==> config.mk <==
export PLATFORM = sky130hd
export DESIGN_NAME = contact_pulse_rate_speed_meter_top
export DESIGN_NICKNAME = d
export VERILOG_FILES = /design/src/hw/rtl/cprsm_pkg.sv /design/src/hw/rtl/cprsm_front.sv /design/src/hw/rtl/cprsm_job_queue.sv /design/src/hw/rtl/cprsm_divider.sv /design/src/hw/rtl/contact_pulse_rate_speed_meter_top.sv
export SDC_FILE = /design/constraint.sdc
export NUM_CORES = 1
export LEC_CHECK = 0
export BUFFER_PORTS_ARGS = -buffer_cell sky130_fd_sc_hd__buf_2
export CELL_PAD_IN_SITES_DETAIL_PLACEMENT = 1
export CELL_PAD_IN_SITES_GLOBAL_PLACEMENT = 1
export CORE_UTILIZATION = 55
export DETAILED_ROUTE_END_ITERATION = 16
export HOLD_SLACK_MARGIN = 0.1
export PLACE_DENSITY = 0.85
export SETUP_SLACK_MARGIN = 0.5
export SLEW_MARGIN = 20
export SYNTH_ARGS = -nofsm -noshare
export SYNTH_HDL_FRONTEND = slang
export SYNTH_SLANG_ARGS = --single-unit
==> constraint.sdc <==
create_clock -name clk -period 25.9 [get_ports clk]
set_clock_uncertainty 0.15 [all_clocks]
set_input_delay 2.59 -clock clk [delete_from_list [all_inputs] [get_ports clk]]
set_output_delay 2.59 -clock clk [all_outputs]
set_load 0.05 [all_outputs]
==> src/hw/rtl/cprsm_pkg.sv <==
// ============================================================================
// cprsm_pkg: shared types and constants of the contact pulse rate speed meter
// Holds the register index codes, the reset values of the configuration
// registers, the divide job format and the divider state encoding.
// ============================================================================
package cprsm_pkg;

    localparam int unsigned DATA_W  = 32;
    localparam int unsigned INDEX_W = 2;

    // Register index codes of the configuration port.
    localparam logic [INDEX_W-1:0] REG_EDGE_STEP    = 2'd0;
    localparam logic [INDEX_W-1:0] REG_WINDOW_TICKS = 2'd1;
    localparam logic [INDEX_W-1:0] REG_SUM_LIMIT    = 2'd2;

    // Values the configuration registers take at reset.
    localparam logic [DATA_W-1:0] EDGE_STEP_RESET    = 32'd3125000;
    localparam logic [DATA_W-1:0] WINDOW_TICKS_RESET = 32'd500000;
    localparam logic [DATA_W-1:0] SUM_LIMIT_RESET    = 32'd4291842295;

    // Depth of the queue between the front and the divider.
    localparam int unsigned JOB_DEPTH = 2;

    // Number of restoring division steps: the numerator is 33 bits wide.
    localparam int unsigned DIV_STEPS = DATA_W + 1;
    localparam int unsigned STEP_W    = $clog2(DIV_STEPS);

    typedef struct packed {
        logic [DATA_W-1:0] edge_step;
        logic [DATA_W-1:0] window_ticks;
        logic [DATA_W-1:0] sum_limit;
    } cfg_t;

    // One closed window waiting to be divided.
    typedef struct packed {
        logic [DATA_W-1:0] pulse_sum;
        logic [DATA_W-1:0] elapsed_ticks;
    } job_t;

    typedef enum logic [1:0] {
        DIV_IDLE,
        DIV_RUN,
        DIV_DONE
    } div_state_t;

endpackage

==> src/hw/rtl/cprsm_front.sv <==
// ============================================================================
// cprsm_front: sample tracking and window accumulation
// Detects falling contact edges, runs the measurement window and hands a
// divide job to the queue on the sample that closes a window.
// ============================================================================
module cprsm_front #(
    parameter int unsigned TIMER_BITS = 16
) (
    input  logic                   clk,
    input  logic                   rst_n,
    input  logic                   sample_valid,
    input  logic [TIMER_BITS-1:0]  timer_value,
    input  logic                   contact_level,
    input  cprsm_pkg::cfg_t        cfg,
    output logic                   job_valid,
    output cprsm_pkg::job_t        job
);

    localparam int unsigned DW = cprsm_pkg::DATA_W;

    logic                  last_level_reg, last_level_next;
    logic [TIMER_BITS-1:0] last_timer_reg, last_timer_next;
    logic                  measuring_reg, measuring_next;
    logic [DW-1:0]         pulse_sum_reg, pulse_sum_next;
    logic [DW-1:0]         elapsed_reg, elapsed_next;

    logic                  fell;
    logic [TIMER_BITS-1:0] delta;
    logic [DW:0]           elapsed_wide;
    logic [DW-1:0]         elapsed_sat;
    logic [DW:0]           sum_wide;
    logic [DW-1:0]         sum_sat;
    logic                  sum_close;
    logic                  time_close;
    logic                  close;

    always_comb
    begin
        fell         = last_level_reg & ~contact_level;
        delta        = timer_value - last_timer_reg;
        elapsed_wide = {1'b0, elapsed_reg} + {{(DW + 1 - TIMER_BITS){1'b0}}, delta};
        elapsed_sat  = elapsed_wide[DW] ? {DW{1'b1}} : elapsed_wide[DW-1:0];
        sum_wide     = {1'b0, pulse_sum_reg} + {1'b0, cfg.edge_step};
        sum_sat      = sum_wide[DW] ? {DW{1'b1}} : sum_wide[DW-1:0];
        sum_close    = fell & (sum_sat >= cfg.sum_limit);
        time_close   = elapsed_sat > cfg.window_ticks;
        close        = measuring_reg & (sum_close | time_close);
    end

    always_comb
    begin
        last_level_next = last_level_reg;
        last_timer_next = last_timer_reg;
        measuring_next  = measuring_reg;
        pulse_sum_next  = pulse_sum_reg;
        elapsed_next    = elapsed_reg;
        if (sample_valid)
        begin
            last_level_next = contact_level;
            if (!measuring_reg)
            begin
                if (fell)
                begin
                    measuring_next  = 1'b1;
                    pulse_sum_next  = '0;
                    elapsed_next    = '0;
                    last_timer_next = timer_value;
                end
            end
            else
            begin
                last_timer_next = timer_value;
                elapsed_next    = elapsed_sat;
                if (fell)
                begin
                    pulse_sum_next = sum_sat;
                end
                if (close)
                begin
                    measuring_next = 1'b0;
                end
            end
        end
    end

    always_ff @(posedge clk or negedge rst_n)
    begin
        if (!rst_n)
        begin
            last_level_reg <= 1'b0;
            last_timer_reg <= '0;
            measuring_reg  <= 1'b0;
            pulse_sum_reg  <= '0;
            elapsed_reg    <= '0;
        end
        else
        begin
            last_level_reg <= last_level_next;
            last_timer_reg <= last_timer_next;
            measuring_reg  <= measuring_next;
            pulse_sum_reg  <= pulse_sum_next;
            elapsed_reg    <= elapsed_next;
        end
    end

    assign job_valid         = sample_valid & close;
    assign job.pulse_sum     = fell ? sum_sat : pulse_sum_reg;
    assign job.elapsed_ticks = elapsed_sat;

endmodule

==> src/hw/rtl/cprsm_job_queue.sv <==
// ============================================================================
// cprsm_job_queue: short queue of divide jobs
// Decouples the sample front from the iterative divider.
// ============================================================================
module cprsm_job_queue (
    input  logic            clk,
    input  logic            rst_n,
    input  logic            wr_en,
    input  cprsm_pkg::job_t wr_job,
    input  logic            rd_en,
    output logic            rd_valid,
    output cprsm_pkg::job_t rd_job,
    output logic            full
);

    localparam int unsigned DEPTH = cprsm_pkg::JOB_DEPTH;
    localparam int unsigned PTR_W = (DEPTH > 1) ? $clog2(DEPTH) : 1;
    localparam int unsigned CNT_W = $clog2(DEPTH + 1);

    cprsm_pkg::job_t  slot_reg [DEPTH];
    logic [PTR_W-1:0] wr_ptr_reg, wr_ptr_next;
    logic [PTR_W-1:0] rd_ptr_reg, rd_ptr_next;
    logic [CNT_W-1:0] count_reg, count_next;
    logic             do_wr;
    logic             do_rd;

    assign full     = (count_reg == CNT_W'(DEPTH));
    assign rd_valid = (count_reg != '0);
    assign rd_job   = slot_reg[rd_ptr_reg];
    assign do_wr    = wr_en & ~full;
    assign do_rd    = rd_en & rd_valid;

    always_comb
    begin
        wr_ptr_next = wr_ptr_reg;
        rd_ptr_next = rd_ptr_reg;
        count_next  = count_reg;
        if (do_wr)
        begin
            wr_ptr_next = (wr_ptr_reg == PTR_W'(DEPTH - 1)) ? '0 : wr_ptr_reg + 1'b1;
        end
        if (do_rd)
        begin
            rd_ptr_next = (rd_ptr_reg == PTR_W'(DEPTH - 1)) ? '0 : rd_ptr_reg + 1'b1;
        end
        if (do_wr && !do_rd)
        begin
            count_next = count_reg + 1'b1;
        end
        else if (do_rd && !do_wr)
        begin
            count_next = count_reg - 1'b1;
        end
    end

    always_ff @(posedge clk or negedge rst_n)
    begin
        if (!rst_n)
        begin
            wr_ptr_reg <= '0;
            rd_ptr_reg <= '0;
            count_reg  <= '0;
        end
        else
        begin
            wr_ptr_reg <= wr_ptr_next;
            rd_ptr_reg <= rd_ptr_next;
            count_reg  <= count_next;
        end
    end

    always_ff @(posedge clk)
    begin
        if (do_wr)
        begin
            slot_reg[wr_ptr_reg] <= wr_job;
        end
    end

endmodule

==> src/hw/rtl/cprsm_divider.sv <==
// ============================================================================
// cprsm_divider: rounded quotient unit with result register
// Restoring division, one quotient bit per cycle, of (sum + ticks/2) by ticks.
// ============================================================================
module cprsm_divider (
    input  logic            clk,
    input  logic            rst_n,
    input  logic            job_valid,
    input  cprsm_pkg::job_t job,
    output logic            job_pop,
    input  logic            out_pop,
    output logic            out_valid,
    output logic [cprsm_pkg::DATA_W-1:0] out_data
);

    localparam int unsigned DW = cprsm_pkg::DATA_W;
    localparam int unsigned SW = cprsm_pkg::STEP_W;

    cprsm_pkg::div_state_t state_reg, state_next;

    logic [DW:0]   num_reg, num_next;
    logic [DW-1:0] rem_reg, rem_next;
    logic [DW-1:0] div_reg, div_next;
    logic [DW-1:0] quo_reg, quo_next;
    logic [SW-1:0] step_reg, step_next;
    logic          out_valid_reg, out_valid_next;
    logic [DW-1:0] out_data_reg, out_data_next;

    logic [DW:0]   shifted;
    logic [DW+1:0] diff;
    logic          fits;
    logic          last_step;
    logic          zero_div;
    logic          result_load;

    always_comb
    begin
        shifted   = {rem_reg, num_reg[DW]};
        diff      = {1'b0, shifted} - {2'b00, div_reg};
        fits      = ~diff[DW+1];
        last_step = (step_reg == SW'(cprsm_pkg::DIV_STEPS - 1));
        zero_div  = (job.elapsed_ticks == '0);
    end

    // Next state.
    always_comb
    begin
        state_next = state_reg;
        case (state_reg)
            cprsm_pkg::DIV_IDLE:
            begin
                if (job_valid)
                begin
                    state_next = zero_div ? cprsm_pkg::DIV_DONE : cprsm_pkg::DIV_RUN;
                end
            end
            cprsm_pkg::DIV_RUN:
            begin
                if (last_step)
                begin
                    state_next = cprsm_pkg::DIV_DONE;
                end
            end
            cprsm_pkg::DIV_DONE:
            begin
                if (!out_valid_reg || out_pop)
                begin
                    state_next = cprsm_pkg::DIV_IDLE;
                end
            end
            default:
            begin
                state_next = cprsm_pkg::DIV_IDLE;
            end
        endcase
    end

    // Control outputs.
    always_comb
    begin
        job_pop     = 1'b0;
        result_load = 1'b0;
        case (state_reg)
            cprsm_pkg::DIV_IDLE:
            begin
                job_pop = job_valid;
            end
            cprsm_pkg::DIV_RUN:
            begin
                job_pop = 1'b0;
            end
            cprsm_pkg::DIV_DONE:
            begin
                result_load = ~out_valid_reg | out_pop;
            end
            default:
            begin
                job_pop     = 1'b0;
                result_load = 1'b0;
            end
        endcase
    end

    // Datapath.
    always_comb
    begin
        num_next       = num_reg;
        rem_next       = rem_reg;
        div_next       = div_reg;
        quo_next       = quo_reg;
        step_next      = step_reg;
        out_data_next  = out_data_reg;
        out_valid_next = out_valid_reg;
        if (job_pop)
        begin
            num_next  = {1'b0, job.pulse_sum} + {2'b00, job.elapsed_ticks[DW-1:1]};
            rem_next  = '0;
            div_next  = job.elapsed_ticks;
            quo_next  = zero_div ? {DW{1'b1}} : '0;
            step_next = '0;
        end
        else if (state_reg == cprsm_pkg::DIV_RUN)
        begin
            num_next  = {num_reg[DW-1:0], 1'b0};
            rem_next  = fits ? diff[DW-1:0] : shifted[DW-1:0];
            quo_next  = {quo_reg[DW-2:0], fits};
            step_next = step_reg + 1'b1;
        end
        if (result_load)
        begin
            out_data_next  = quo_reg;
            out_valid_next = 1'b1;
        end
        else if (out_pop)
        begin
            out_valid_next = 1'b0;
        end
    end

    always_ff @(posedge clk or negedge rst_n)
    begin
        if (!rst_n)
        begin
            state_reg     <= cprsm_pkg::DIV_IDLE;
            step_reg      <= '0;
            out_valid_reg <= 1'b0;
        end
        else
        begin
            state_reg     <= state_next;
            step_reg      <= step_next;
            out_valid_reg <= out_valid_next;
        end
    end

    always_ff @(posedge clk)
    begin
        num_reg      <= num_next;
        rem_reg      <= rem_next;
        div_reg      <= div_next;
        quo_reg      <= quo_next;
        out_data_reg <= out_data_next;
    end

    assign out_valid = out_valid_reg;
    assign out_data  = out_data_reg;

endmodule

==> src/hw/rtl/contact_pulse_rate_speed_meter_top.sv <==
// ============================================================================
// contact_pulse_rate_speed_meter_top: gated pulse rate speed meter
// Counts contact closures of a rotating sensor over a timed window and
// reports the rounded ratio of pulse sum to elapsed timer ticks.
// ============================================================================
//
// Each request on the input side is one sample of a free-running timer and
// of the sensor contact (0 closed). A falling contact edge opens a window;
// within it the wrapped timer differences build up the elapsed time and
// every further falling edge adds edge_step to the pulse sum. The window
// closes when the sum reaches sum_limit or the elapsed time exceeds
// window_ticks, and the sample that closes it yields one result request:
// (sum + elapsed/2) / elapsed, rounded down, or all ones when elapsed is
// zero. The front logic takes a sample whenever the job queue is not
// full, so samples may arrive back to back. A closing sample hands a
// divide job to a two-entry queue; the divider works one quotient bit per
// cycle and handles a job as a load, up to 33 steps and a hand-off into
// the result register, which sets the rate at which closed windows can
// be reported. full rises only when the job queue holds two unfinished
// divisions. Configuration registers take their writes at once and are
// meant to be changed only while no window result is pending.
//
module contact_pulse_rate_speed_meter_top #(
    parameter int unsigned TIMER_BITS = 16
) (
    input  logic                           clk,
    input  logic                           rst_n,
    // Sample side.
    input  logic                           push,
    output logic                           full,
    input  logic [TIMER_BITS-1:0]          timer_value,
    input  logic                           contact_level,
    // Result side.
    output logic                           empty,
    input  logic                           pop,
    output logic [cprsm_pkg::DATA_W-1:0]   speed_value,
    // Configuration write port.
    input  logic                           cfg_write_en,
    input  logic [cprsm_pkg::INDEX_W-1:0]  cfg_index,
    input  logic [cprsm_pkg::DATA_W-1:0]   cfg_data
);

    cprsm_pkg::cfg_t cfg_reg, cfg_next;

    logic            sample_accept;
    logic            front_job_valid;
    cprsm_pkg::job_t front_job;
    logic            queue_full;
    logic            queue_valid;
    cprsm_pkg::job_t queue_job;
    logic            queue_pop;
    logic            out_valid;

    // Configuration registers. An index past the last register is ignored.
    always_comb
    begin
        cfg_next = cfg_reg;
        if (cfg_write_en)
        begin
            case (cfg_index)
                cprsm_pkg::REG_EDGE_STEP:    cfg_next.edge_step    = cfg_data;
                cprsm_pkg::REG_WINDOW_TICKS: cfg_next.window_ticks = cfg_data;
                cprsm_pkg::REG_SUM_LIMIT:    cfg_next.sum_limit    = cfg_data;
                default:                     cfg_next              = cfg_reg;
            endcase
        end
    end

    always_ff @(posedge clk or negedge rst_n)
    begin
        if (!rst_n)
        begin
            cfg_reg.edge_step    <= cprsm_pkg::EDGE_STEP_RESET;
            cfg_reg.window_ticks <= cprsm_pkg::WINDOW_TICKS_RESET;
            cfg_reg.sum_limit    <= cprsm_pkg::SUM_LIMIT_RESET;
        end
        else
        begin
            cfg_reg <= cfg_next;
        end
    end

    // A sample is taken whenever the job queue has room for a possible job.
    assign full          = queue_full;
    assign sample_accept = push & ~queue_full;

    cprsm_front #(
        .TIMER_BITS (TIMER_BITS)
    ) u_front (
        .clk           (clk),
        .rst_n         (rst_n),
        .sample_valid  (sample_accept),
        .timer_value   (timer_value),
        .contact_level (contact_level),
        .cfg           (cfg_reg),
        .job_valid     (front_job_valid),
        .job           (front_job)
    );

    cprsm_job_queue u_job_queue (
        .clk      (clk),
        .rst_n    (rst_n),
        .wr_en    (front_job_valid),
        .wr_job   (front_job),
        .rd_en    (queue_pop),
        .rd_valid (queue_valid),
        .rd_job   (queue_job),
        .full     (queue_full)
    );

    cprsm_divider u_divider (
        .clk       (clk),
        .rst_n     (rst_n),
        .job_valid (queue_valid),
        .job       (queue_job),
        .job_pop   (queue_pop),
        .out_pop   (pop),
        .out_valid (out_valid),
        .out_data  (speed_value)
    );

    assign empty = ~out_valid;

endmodule

# Word level (Yosys, flattened, before mapping)

Memory sizes are Yosys's and may differ from the RTL's.
Index checks and enable logic that the tools add are counted.

Add/sub/neg operators: 10
$lt $le $gt $ge: 2
Equality and inequality tests: 9
Multiplexer cells: 34
Bitwise logic cells: 13
Reduce and logical (&&, ||, !) cells: 19

Operator list:

| kind                  | number |
|---|---|
| $mux W32              | 10 |
| $mux W33              | 2 |
| $sub A33 B32 Y34      | 1 |
| $add A32 B16 Y33      | 1 |
| $add A32 B31 Y33      | 1 |
| $add A32 B32 Y33      | 1 |
| $ge A32 B32 Y1        | 1 |
| $gt A32 B32 Y1        | 1 |
| $logic_not A32 Y1     | 1 |
| $mux W16              | 2 |
| $sub A16 B16 Y16      | 1 |
| $mux W2               | 6 |
| $mux W6               | 2 |
| $mux W1               | 11 |
| $reduce_bool A2 Y1    | 5 |
| $reduce_and A2 Y1     | 4 |
| $and A1 B1 Y1         | 7 |
| $add A6 B1 Y6 const B | 1 |
| $eq A2 B2 Y1 const B  | 3 |
| $eq A6 B6 Y1 const B  | 1 |
| $ne A2 B1 Y1 const B  | 3 |
| $pmux W2 S3           | 1 |
| $eq A2 B1 Y1 const B  | 2 |
| $logic_not A2 Y1      | 2 |
| 9 further kinds       | 17 |

Register bits: 352
Memory bits (writable): 128
Input bits: 56
Output and inout port bits: 34
Logic and storage cells: 107
Memories: 1

Memory list:

| name                 | depth | bits a word | rd ports | clocked after Yosys merged registers in | wr ports | RTL line              | text |
|---|---|---|---|---|---|---|---|
| u_job_queue.slot_reg | 2     | 64          | 1        | 0                                       | 1        | cprsm_job_queue.sv:20 | `cprsm_pkg::job_t slot_reg [DEPTH];` |

# Depth between registers and ports, before layout

Word-level depth: 12
Gate-level depth with buffers: 40
Mapped depth without buffers: 36

# Cells and area by module

A second synthesis with hierarchy kept.

Cells, all modules: 2530
Area, all modules: 27425.1 µm²

By module, submodules not included:

| module                             | instances | cells each | area each (µm²) | sequential area each (µm²) |
|---|---|---|---|---|
| cprsm_divider                      | 1         | 912        | 9598.0          | 4739.5 |
| cprsm_front                        | 1         | 1194       | 9117.5          | 2052.0 |
| cprsm_job_queue                    | 1         | 218        | 5024.8          | 3943.8 |
| contact_pulse_rate_speed_meter_top | 1         | 206        | 3684.8          | 2451.1 |

# Worst setup path after synthesis

Ideal clock, no wire load.

Kind: input-to-reg
From: input timer_value[0]
To: memory u_job_queue.slot_reg[0][0] (netlist bit), enable pin
Data arrival time: 10.906 ns
Required time: 25.256 ns
Setup slack: 14.350 ns
Cell stages on the path: 34
Buffers on the path: 4
Cell sequence: inv_1 > ha_1 > inv_1 > fa_1 > a21o_1 > a21oi_1 > nor2b_1 > o21a_1 > nor3_1 > o31ai_1 > o41ai_1 > o21bai_1 > a21oi_1 > xnor2_1 > ha_1 > inv_1 > o221ai_1 > a21oi_1 > o21bai_2 > nand2_1 > or2_1 > buf_2 > buf_2 > buf_2 > nand2_1 > ha_1 > nand4_1 > or2_2 > nor4_1 > o22ai_1 > a21oi_1 > or3_1 > clkbuf_1 > nor2b_1

RTL lines:

| item        | RTL line                                 | text |
|---|---|---|
| from (decl) | contact_pulse_rate_speed_meter_top.sv:31 | `input logic [TIMER_BITS-1:0] timer_value,` |
| to (decl)   | cprsm_job_queue.sv:20                    |  |

==> results.yml <==
run_status:
  status: "complete, no violations"
timing:
  fin_crit_sh_pct: 40.40
  fmax_mhz: 95.58
  setup_tns_ns: 0
  finalHoldViolCount: 0
  tightest_slew_ns: 0.9301
  slew_headroom_pct: 37.77
  setup_viol: 0
  fin_crit_ns: 10.46
  grt_setup_unrepaired: "false"
  maxSlewViolCount: 0
  fin_ws_ns: 15.44
global_route:
  grt.total_usage_pct: 30.77
  overflow: 0
  grt_max_degree: 120
  grt_pass1_wl_um: 118700
  antenna_found_initial: 0
  grt_pass1_vias: 21130
clocking:
  hold_buffers: 0
  cts_resized: 0
  clk_latency_ns: 0.63
  postCtsSetupBuffers: 0
  cts_tree: "yes"
  htree_num_levels: 2
  clock_path_buffers: 3
  cts_buffers: 52
  cts_root_buf: "clkbuf_16"
  path_clk_slew_ns: 0.06
  cts.sinks: 480
worst_setup_path:
  critPathMostFrequentCell: "a21oi_1"
  worstSetupStartpointType: "primary input"
  critPathBufInv: 5
  cp_slowest_cell: "nor2_1"
  required_ns: 26.00
  critical_path_arrival_ns: 10.56
  path_class: "primary input to register"
  path_max_fanout: 64
  path_delay_family: "compound AO/OA/AOI/OAI gates"
  reg2reg_slack_ns: 17.20
  cpPeakStageDelay_ns: 0.77
  worst_setup_path_end_kind: "register"
final_layout:
  fin_util_pct: 61.93
  syn2layout_area_growth_pct: 10.88
  n_antenna_cell: 0
  drive_gt1_share_pct: 16.83
  layout.nets: 2820
  largest_reg_flops: 128
pwr:
  power_uw: 4320
  p_leak_uw: 0.01291
  power_density_mw_per_mm2: 146.1
  peakVddDrop_uv: 78.41
hold_path:
  hp-class: "register to register"
detailed_routing:
  first_pass_iters: 10
  post-route-drc-count: 0
  wl_per_cell_um: 23.46
  vias_per_cell: 6.148
  routed_wirelength_um: 75640
  num_vias: 19820
  first_iter_violations: 1396
  ant_nets: 0
logic_synthesis:
  syn_avg_cell_area_sq_um: 10.74
  yosysTopAreaCell: "edfxtp_1"
  ys_seq_area_share_pct: 49.45
  synth_cells: 2483
  syn_area_sq_mm: 0.02667
  synth_top_area_share_pct: 28.94
  synthArstFlopShare_pct: 39.79
  synthFlopType: "edfxtp_1"
  synth_area_leaders: "edfxtp_1 (29%), dfrtp_1 (14%), ha_1 (9.1%)"
  syn_nets: 2738
  synth.distinct_cells: 83
  ys_seq_elements: 480
  synth_enable_flop_cells: 257
  synth.yosys.warnings: 0
placement:
  pre_cts_slack_ns: 14.72
  io_buffers: 89
  post-dp-hpwl_um: 52640
  place.gp.congestion: 0.9089
die:
  die-area_sq_mm: 0.04937
  die_w_um: 222.2
  initial_core_util_pct: 55.85
  io_pins: 90
  core-area_sq_mm: 0.04775
  num_rows: 80
  dieHeight_um: 222.2
flow_run:
  max_cap_viol_count: 0
layout make-up:
class,instances,area [sq um]
clock buffer,68,1464
sequential,480,13190
clock inverter,30,315.3
inverter,191,716.9
tap,615,769.5
multi-input combinational,1726,12440
fill,5012,18180
timing repair buffer,114,669.4
Yosys cell counts, types with 42 or more instances:
| library cell | number |
|---|---|
| a21o_1 | 98 |
| a21oi_1 | 143 |
| clkbuf_1 | 64 |
| dfrtp_1 | 152 |
| edfxtp_1 | 257 |
| ha_1 | 194 |
| inv_1 | 190 |
| mux2_2 | 162 |
| nand2_1 | 240 |
| nor2_1 | 127 |
| o21ai_0 | 209 |
| xnor2_1 | 72 |
| xor2_1 | 42 |
per-layer routing:
layer / share of wire (%) / up-vias / track usage [%]
met2: 50 / 567 / 53.63
met3: 4.7 / 167 / 3.663
met1: 42 / 9908 / 39.18
li1: - / 9179 / -
met5: 0 / - / 0
met4: 3.6 / 0 / 11.74
path summary, 6_finish.rpt:
check | to | start | depth (start not counted)
max in group asynchronous | cfg_reg[87] | rst_n | 3
setup / recovery | u_job_queue.slot_reg[1][10] | timer_value[0] | 33
min in group asynchronous | u_front.last_timer_reg[11] | rst_n | 1
hold / removal | u_divider.out_data[31] | u_divider.quo_reg[31] | 0
setup reg to reg | u_job_queue.slot_reg[1][10] | u_front.last_timer_reg[0] | 31
hold reg to reg | u_divider.out_data[31] | u_divider.quo_reg[31] | 0
where the power goes:
group | switching (uW) | internal (uW)
registers | 123 | 1150
logic | 1440 | 827
clock network | 327 | 450
total | 1890 | 2430
kinds of logic (layout without fill, tap and decap cells):
group	Yosys count	in the layout	synth area share [%]
muxes	172	172	7.216
and+or+nand+nor	572	572	9.975
adders and majority gates	199	199	9.478
buffers and inverters	277	403	4.002
AOI/OAI and AO/OA	669	669	16.14
xor gates and xnor gates	114	114	3.744
DFF	480	480	49.45
worst register-to-register path, delay by kind of cell (launching register included):
kind,cells,cell delay [ns]
and+or+nand+nor,8,2.36
muxes,1,0.29
buffers and inverters,3,0.53
xor gates and xnor gates,1,0.09
DFF,1,0.37
adders and majority gates,4,1.29
AOI/OAI and AO/OA,14,3.24
per-stage QoR:
| step | std cells | area (sq um) | hold WS (ns) |
|---|---|---|---|
| after floorplan | 2483 | 26670 | 0.2503 |
| after global routing | 3224 | 29570 | 0.2954 |
| after detailed placement | 3124 | 27740 | 0.2563 |
| after global placement | 3124 | 27740 | 0.2513 |
| final | 3224 | 29570 | 0.2718 |
| after CTS | 3222 | 29520 | 0.2728 |
cell usage in the layout, fill, tap and decap left out, types with 29 or more instances in the layout:
cell type / count
a22o_1: 31
a21o_1: 98
inv_1: 189
dfrtp_1: 151
dfstp_2: 39
xnor2_1: 72
a21oi_1: 143
nand3_1: 29
dfxtp_1: 32
mux2_2: 162
o21ai_0: 209
clkbuf_16: 54
xor2_1: 42
edfxtp_1: 257
buf_2: 88
ha_1: 194
nor2_1: 126
nand2_1: 240
(Power assumes the default switching activity.)
